**src/hdl/aes_round_primitive_unit_defines.svh**
```systemverilog
// Assertion helpers
`ifndef AES_ROUND_PRIMITIVE_UNIT_DEFINES_SVH
`define AES_ROUND_PRIMITIVE_UNIT_DEFINES_SVH
`define ARP_ASSERT(lbl, prop) \
  lbl: assert property (@(posedge clk_i) disable iff (!rst_ni) prop) else $error("lbl");
`define ARP_ASSERT_RST(lbl, prop) \
  lbl: assert property (@(posedge clk_i) prop) else $error("lbl");
`endif

```
**src/hdl/arpu_pkg.sv**
```systemverilog
package arpu_pkg;
  typedef enum logic [2:0] {
    OP_SUB = 3'd0, OP_SHIFT = 3'd1, OP_MIX = 3'd2, OP_ADDKEY = 3'd3,
    OP_INVSUB = 3'd4, OP_INVSHIFT = 3'd5, OP_INVMIX = 3'd6, OP_KEYEXP = 3'd7
  } op_e;
  localparam int unsigned NumLanes = 4;

  typedef struct packed {
    logic [2:0]  operation;
    logic [63:0] block_hi;
    logic [63:0] block_lo;
    logic [63:0] round_key_hi;
    logic [63:0] round_key_lo;
    logic [3:0]  round_index;
  } in_item_t;

  typedef struct packed {
    logic [63:0] result_hi;
    logic [63:0] result_lo;
  } out_item_t;

  function automatic logic [7:0] xtime(input logic [7:0] a);
    return {a[6:0], 1'b0} ^ (a[7] ? 8'h1b : 8'h00);
  endfunction

  function automatic logic [7:0] gf_mul(input logic [7:0] a, input logic [7:0] b);
    logic [7:0] p;
    logic [7:0] x;
    p = 8'h00;
    x = a;
    for (int k = 0; k < 8; k++) begin
      if (b[k]) p = p ^ x;
      x = xtime(x);
    end
    return p;
  endfunction

  function automatic logic [7:0] gf_inv(input logic [7:0] x);
    logic [7:0] r;
    r = x;
    for (int k = 0; k < 6; k++) begin
      r = gf_mul(gf_mul(r, r), x);
    end
    return gf_mul(r, r);
  endfunction

  function automatic logic [7:0] rotl8(input logic [7:0] b, input int n);
    return 8'((b << n) | (b >> (8 - n)));
  endfunction

  function automatic logic [7:0] sbox_calc(input logic [7:0] x);
    logic [7:0] b;
    b = gf_inv(x);
    return b ^ rotl8(b, 1) ^ rotl8(b, 2) ^ rotl8(b, 3) ^ rotl8(b, 4) ^ 8'h63;
  endfunction

  function automatic logic [7:0] inv_sbox_calc(input logic [7:0] y);
    return gf_inv(rotl8(y, 1) ^ rotl8(y, 3) ^ rotl8(y, 6) ^ 8'h05);
  endfunction

  typedef logic [7:0] sbox_tbl_t [256];

  function automatic sbox_tbl_t build_sbox(input logic inv);
    sbox_tbl_t t;
    for (int i = 0; i < 256; i++) begin
      t[i] = inv ? inv_sbox_calc(8'(i)) : sbox_calc(8'(i));
    end
    return t;
  endfunction

  localparam sbox_tbl_t SBOX = build_sbox(1'b0);
  localparam sbox_tbl_t INV_SBOX = build_sbox(1'b1);

  function automatic logic [7:0] rcon(input logic [3:0] ri);
    logic [7:0] r;
    case (ri)
      4'd0:  r = 8'h8d;
      4'd1:  r = 8'h01;
      4'd2:  r = 8'h02;
      4'd3:  r = 8'h04;
      4'd4:  r = 8'h08;
      4'd5:  r = 8'h10;
      4'd6:  r = 8'h20;
      4'd7:  r = 8'h40;
      4'd8:  r = 8'h80;
      4'd9:  r = 8'h1b;
      4'd10: r = 8'h36;
      4'd11: r = 8'h6c;
      4'd12: r = 8'hd8;
      4'd13: r = 8'hab;
      4'd14: r = 8'h4d;
      default: r = 8'h9a;
    endcase
    return r;
  endfunction
endpackage

```
**src/hdl/arpu_merge.sv**
```systemverilog
module arpu_merge import arpu_pkg::*; (
  input  logic [2:0]   op_i,
  input  logic [127:0] blk_i,
  input  logic [127:0] lanes_i,
  input  logic [3:0]   round_index_i,
  output logic [127:0] res_o
);
  logic [7:0] b [16];
  logic [7:0] o [16];
  logic [7:0] t [4];

  always_comb begin
    for (int i = 0; i < 16; i++) b[i] = blk_i[127-8*i -: 8];
    t[0] = SBOX[b[13]] ^ rcon(round_index_i);
    t[1] = SBOX[b[14]];
    t[2] = SBOX[b[15]];
    t[3] = SBOX[b[12]];
    for (int i = 0; i < 16; i++) o[i] = 8'h00;
    res_o = lanes_i;
    case (op_e'(op_i))
      OP_SHIFT: begin
        for (int c = 0; c < 4; c++)
          for (int r = 0; r < 4; r++) o[r+4*c] = b[r+4*((c+r)%4)];
        for (int i = 0; i < 16; i++) res_o[127-8*i -: 8] = o[i];
      end
      OP_INVSHIFT: begin
        for (int c = 0; c < 4; c++)
          for (int r = 0; r < 4; r++) o[r+4*c] = b[r+4*((c+4-r)%4)];
        for (int i = 0; i < 16; i++) res_o[127-8*i -: 8] = o[i];
      end
      OP_KEYEXP: begin
        for (int i = 0; i < 4; i++) o[i] = b[i] ^ t[i];
        for (int i = 4; i < 16; i++) o[i] = b[i] ^ o[i-4];
        for (int i = 0; i < 16; i++) res_o[127-8*i -: 8] = o[i];
      end
      default: ;
    endcase
  end
endmodule

```
**config.mk**
```make
export PLATFORM = sky130hd
export DESIGN_NAME = arpu_merge
export DESIGN_NICKNAME = d
export VERILOG_FILES = /design/src/hdl/aes_round_primitive_unit_defines.svh /design/src/hdl/arpu_pkg.sv /design/src/hdl/arpu_merge.sv
export SDC_FILE = /design/constraint.sdc
export NUM_CORES = 1
export LEC_CHECK = 0
export ABC_AREA = 0
export BUFFER_PORTS_ARGS = -buffer_cell sky130_fd_sc_hd__buf_2
export CAP_MARGIN = 5
export CELL_PAD_IN_SITES_DETAIL_PLACEMENT = 1
export CELL_PAD_IN_SITES_GLOBAL_PLACEMENT = 2
export CORE_ASPECT_RATIO = 2
export CORE_UTILIZATION = 30
export DETAILED_ROUTE_END_ITERATION = 10
export GPL_TIMING_DRIVEN = 0
export PLACE_DENSITY = 0.82
export REMOVE_ABC_BUFFERS = 1
export SLEW_MARGIN = 20
export SYNTH_ARGS = -nofsm -noshare
export SYNTH_HDL_FRONTEND = slang
export SYNTH_SLANG_ARGS = --single-unit
```
**constraint.sdc**
```tcl
create_clock -name vclk -period 4.4
set_input_delay 0.22 -clock vclk [all_inputs]
set_output_delay 0.22 -clock vclk [all_outputs]
set_load 0.01 [all_outputs]
```
==> results of run 1 <==
==> worst max path at each step <==
| stage | end | slack, ns | depth (start not counted) |
|---|---|---|---|
| 3_5_place_dp | res_o[9] | -2.04 | 12 |
| 3_3_place_gp | res_o[3] | -4.72 | 7 |
| 2_1_floorplan | res_o[91] | 0.98 | 10 |
| 6_report | res_o[2] | -0.11 | 13 |
| 4_1_cts | res_o[9] | 0.0004 | 11 |
| 5_1_grt | res_o[2] | -0.17 | 13 |
==> worst min-delay path, delay by kind of cell <==
family	cells	cell delay, ns
compound gates	1	0.05
buf+inv	2	0.20
simple gates	1	0.04
==> layout make-up <==
cell class,count,area [sq um]
fillers,8301,42100
multi-input cells,2523,18400
repair buffers,464,2990
well taps,871,1090
inverters,67,300
repair inverters,2,10.0
diodes,1,2.50
==> synth_stat cells (18+ instances only) <==
cell type	count
a2111oi_0	19
mux2i_1	101
mux2_2	28
a21o_1	20
nand3_1	79
a21oi_1	202
nor2_1	210
inv_1	59
nor2b_1	81
a211oi_1	53
xor2_1	53
xnor2_1	93
and2_1	28
mux4_2	50
a311oi_1	32
nand2b_1	83
a221oi_1	32
o21ai_0	238
a31oi_1	48
o21a_1	19
o22ai_1	41
nand2_1	255
nor3b_1	24
buf_2	96
or2_2	23
o31ai_1	31
o311ai_0	42
nand4_1	26
ha_1	64
nor3_1	67
a211o_1	22
a22oi_1	47
o221ai_1	61
o211ai_1	44
buf_1	35
and3_1	18
xnor3_1	20
clkbuf_1	213
==> power by group through the flow <==
stage	logic, mW	registers (mW)	clock network [mW]
after floorplan	1.75	0	0
after global placement	3.22	0	0
after detailed placement	3.25	0	0
after CTS	3.41	0	0
after global routing	3.74	0	0.0000000304
final	3.58	0	0.0000000304
==> routing by layer <==
metal | GRT usage | routed length [um]
met5 | 0 | 0
met4 | 0.262 | 10800
met3 | 0.0436 | 8660
met2 | 0.638 | 62200
met1 | 0.396 | 44600
==> timing repair <==
item                                   4_1_cts  5_1_grt
resized for setup                          100       35
setup buffers                               40       14
pin swaps                                    8        5
endpoints found under the hold margin        0        0
gates cloned                                 1        1
setup endpoints to repair                  128       42
==> metrics by stage <==
stage	utilization	setup slack [ns]	TNS [ns]	power, mW	cell area [sq um]
4_1_cts	0.346	0.000384	0	3.41	22500
6_report	0.351	-0.114	-0.128	3.58	22800
5_1_grt	0.351	-0.171	-0.368	3.74	22800
3_3_place_gp	0.326	-4.72	-407.85	3.22	21200
3_5_place_dp	0.335	-2.04	-118.71	3.25	21700
2_1_floorplan	-	0.975	0	1.75	18100
==> logic make-up after synthesis <==
family          Yosys count
compound gates         1142
xor+xnor                172
fa+ha+maj                64
buf+inv                 431
mux                     181
simple gates            964
==> impl_metrics.yaml, run 1 <==
logic_synthesis:
  synth_top_family_by_area: "compound AO/OA/AOI/OAI gates"
  syn_inst: 2954
  syn-mean-instance-area_sq_um: 6.67
  synth-simple-area-share: 0.243
  yosysSeqAreaShare: 0
  synth_area_sq_um: 19700
  synth_xor_area_frac: 0.0930
  synth_fa_ha_area_frac: 0.0406
  yosysWarnings: 0
  synth_cell_types: 99
  yosysTopAreaCellShare: 0.0604
  synth_compound_area_frac: 0.404
  synthMuxAreaShare: 0.126
  yosys-top-cells-area: "o21ai_0, mux4_2, a21oi_1, mux2i_1, nand2_1"
  yosys.area.top_type: "o21ai_0"
die:
  die_w_um: 183
  ios: 391
  coreArea_sq_um: 64900
  die-area_sq_um: 66800
  fp-row-count: 132
  die_h_um: 365
  start_util: 0.304
drt:
  antenna_violating_nets_post_route: 0
  drt-total-wl_um: 126000
  vias_per_cell: 6.77
  drc: 0
  firstDrtPassIters: 6
  drt-initial-drc-count: 2400
  wl_per_cell_um: 32.1
  vias: 26576
final_layout:
  mostFrequentLayoutCells: "buf_2, nand2_1, o21ai_0, nor2_1, a21oi_1"
  seqCellArea_sq_um: 0
  final_common_cell: "buf_2"
  stdcell_count: 3928
  fin_nets: 3385
  num-clock-buffers: 0
  layout-drive-gt1-share: 0.229
  syn_to_final_growth_pct: 15.6
  nFlopsAndLatches: 0
worst_hold_path:
  hold_depth: 4
  hp-class: "in2out"
  min_from: "lanes_i[103]"
  hold_end: "res_o[103]"
critical_path:
  cpPeakStageDelay_ns: 0.68
  end_kind: "output port"
  cp.arrival_ns: 4.29
  cp_data_required_time_ns: 4.18
  critical-path-top-delay-family: "simple AND/OR/NAND/NOR gates"
  critPathBufInv: 3
  critPathMaxFanout: 38
  cp_cell_sequence: "buf_6, clkinvlp_4, ha_2, or2_2, a21oi_1, a311oi_1, a2111oi_0, or4_1, mux2_2, xnor3_1, xnor3_1, o221ai_1, buf_2"
  path_class: "in2out"
  cp_slowest_cell: "or4_1"
  startpoint: "blk_i[25]"
  start_kind: "primary input"
  cpMostUsedCell: "xnor3_1"
timing:
  fmax_mhz: 222
  finalSetupViolCount: 2
  worst_slack_ns: -0.114
  hold_viol_final: 0
  fin_crit_ns: 4.51
  max_slew_margin: 0.210
  rsz0062_at_grt: "true"
  fin_crit_sh: 1.03
  whs_ns: 0.734
  worst_pin_slew_ns: 1.18
  slew_viol_final: 0
pwr:
  p_switching_mw: 2.27
  p_seq_frac: 0
  comb_power_share: 1.000
  power_density_nw_per_um2: 157
  ir_worst_vdd_mv: 0.126
  leakagePower_nw: 8.77
  p_sw_frac: 0.634
  power_frac_clock: 0
  p_int_mw: 1.31
run_status:
  violations: "setup timing"
  outcome: "complete, but fails checks"
job:
  max_cap_viol_count: 0
global_routing:
  grt_pass1_vias: 26026
  grt_usage: 0.361
  antenna_found_initial: 2
  grt_max_degree: 95
  grt_overflow: 0
  grt_pass1_wl_um: 181000
placement:
  dpl.hpwl_um: 91900
  port_buffers: 391
  placed_cells: 3871
  gp_congestion: 1.04
cts:
  ctsHoldBuffers: 0
(Power assumes the default switching activity.)
==> run 2, diff against run 1 <==
CELL_PAD_IN_SITES_DETAIL_PLACEMENT = unset   (was 1)
CELL_PAD_IN_SITES_GLOBAL_PLACEMENT = unset   (was 2)
GPL_TIMING_DRIVEN = unset   (was 0)
PLACE_DENSITY = 0.51   (was 0.82)
SETUP_SLACK_MARGIN = 0.2   (was unset)
==> run 2 against run 1 <==
  * The flow now finishes without violations
  * Sequential share of layout area stayed put
  * Critical path depth is 1 higher
  * Via count is 5.8% higher
  * Combinational power grew 3%
  * Count of clock-buffer cells in the layout unchanged
  * Power rose by 3.2%
  * Setup slack better by 0.37 ns
  * Flip-flop and latch count did not move
  * Global-route usage up 3.7 points
  * Core utilization up 1.6 points
  * Highest routed layer is now met5
==> impl_metrics.yaml, run 2 (synthesis gave the netlist of run 1 again) <==
global_routing:
  grt_overflow: 0
  grt_pass1_wl_um: 195000
  grt_max_degree: 90
  antenna_found_initial: 10
  grt_pass1_vias: 27827
  grt_usage: 0.398
timing:
  rsz0062_at_grt: "false"
  slew_viol_final: 0
  fmax_mhz: 241
  fin_crit_sh: 0.941
  whs_ns: 0.733
  worst_slack_ns: 0.259
  max_slew_margin: 0.214
  setup-tns-final_ns: 0
  finalSetupViolCount: 0
  hold_viol_final: 0
  worst_pin_slew_ns: 1.18
  fin_crit_ns: 4.14
cts:
  ctsHoldBuffers: 0
  cts_setup_buffers: 0
pwr:
  leakagePower_nw: 9.81
  power_density_nw_per_um2: 155
  power_frac_clock: 0
  comb_power_share: 1.000
  p_seq_frac: 0
  ir_worst_vdd_mv: 0.0987
  p_switching_mw: 2.30
  p_sw_frac: 0.623
  p_int_mw: 1.39
  p_total_mw: 3.69
drt:
  firstDrtPassIters: 6
  vias: 28118
  antenna_violating_nets_post_route: 0
  drt-total-wl_um: 139000
  drt-initial-drc-count: 3086
  vias_per_cell: 6.74
  drc: 0
  wl_per_cell_um: 33.2
die:
  coreArea_sq_um: 64900
  fp-row-count: 132
  die_w_um: 183
  die-area_sq_um: 66800
  die_h_um: 365
  ios: 391
  start_util: 0.304
critical_path:
  cp_slowest_cell: "a211oi_1"
  cpPeakStageDelay_ns: 0.64
  path_class: "in2out"
  critical-path-top-delay-family: "compound AO/OA/AOI/OAI gates"
  cp_cell_sequence: "buf_2, inv_1, buf_4, ha_1, a21oi_1, a211oi_1, a211oi_1, nor4_1, a21o_1, xnor3_1, xnor3_1, o21ai_1, buf_4, buf_2"
  cp.arrival_ns: 3.92
  start_kind: "primary input"
  cp_data_required_time_ns: 4.18
  cp.depth: 14
  end_kind: "output port"
  critPathMaxFanout: 9
  critPathBufInv: 5
run_status:
  outcome: "finished, final reports clean"
placement:
  dp_slack_ns: 0.0614
  dpl.hpwl_um: 106000
  gp_congestion: 1.08
  port_buffers: 391
final_layout:
  syn_to_final_growth_pct: 21.0
  num-clock-buffers: 0
  final_common_cell: "buf_2"
  multi_input_area_sq_um: 18000
  fill_cells: 7177
  mostFrequentLayoutCells: "buf_2, buf_4, nand2_1, o21ai_0, nor2_1"
  final_util: 0.367
  layout-drive-gt1-share: 0.261
  nFlopsAndLatches: 0
  seqCellArea_sq_um: 0
  fin_nets: 3620
job:
  max_cap_viol_count: 0
worst_hold_path:
  hp-class: "in2out"
  min_from: "lanes_i[71]"
  hold_end: "res_o[71]"
  hold_depth: 4
==> run 2: cell types whose count changed in the layout (fill, tap and decap cells not counted), sizes merged <==
| cell | previous run | this run |
|---|---|---|
| clkinvlp | 13 | 0 |
| inv | 52 | 62 |
| diode | 1 | 7 |
| clkinv | 4 | 5 |
| buf | 463 | 700 |
==> run 2: per-layer routing <==
layer	wire (um)	share of wire	vias to the layer above	GRT usage
met2	65200	0.47	2000	0.686
met1	44700	0.32	13382	0.390
li1	-	-	11976	-
met4	16500	0.12	6	0.389
met3	12000	0.087	754	0.0868
met5	33	0.00024	-	0
==> run 2: what timing repair did <==
| action | 4_1_cts | 5_1_grt |
|---|---|---|
| pin swaps | 0 | 0 |
| setup endpoints to repair | 7 | 19 |
| gates resized for setup | 4 | 14 |
==> run 2: through the flow <==
stage | area (sq um) | instances
final | 23900 | 4169
after global routing | 23900 | 4169
after CTS | 23800 | 4162
after detailed placement | 23800 | 4162
after global placement | 23800 | 4162
after floorplan | 18100 | 2590
==> run 2: worst max path at each step <==
stage | end | startpoint
after floorplan | res_o[91] | blk_i[16]
after global routing | res_o[12] | blk_i[0]
final | res_o[12] | blk_i[1]
after CTS | res_o[31] | blk_i[17]
after detailed placement | res_o[35] | blk_i[24]
after global placement | res_o[35] | blk_i[24]
==> run 2: power by group through the flow <==
stage / logic, mW / clock network (mW) / registers (mW)
5_1_grt: 3.85 / 0.000000213 / 0
6_report: 3.69 / 0.000000213 / 0
2_1_floorplan: 1.75 / 0 / 0
3_5_place_dp: 3.53 / 0 / 0
4_1_cts: 3.55 / 0 / 0
3_3_place_gp: 3.58 / 0 / 0
==> run 2: area by class of cell <==
class                      count  area share
inverter                      67      0.0106
tap                          871      0.0457
timing repair buffer         701       0.189
antenna                        7    0.000734
multi-input combinational   2523       0.753
==> run 2: worst min-delay path, stage by stage <==
cell and delay [ns]:
buf_2 0.07, nand2_1 0.04, o221ai_1 0.05, buf_2 0.13
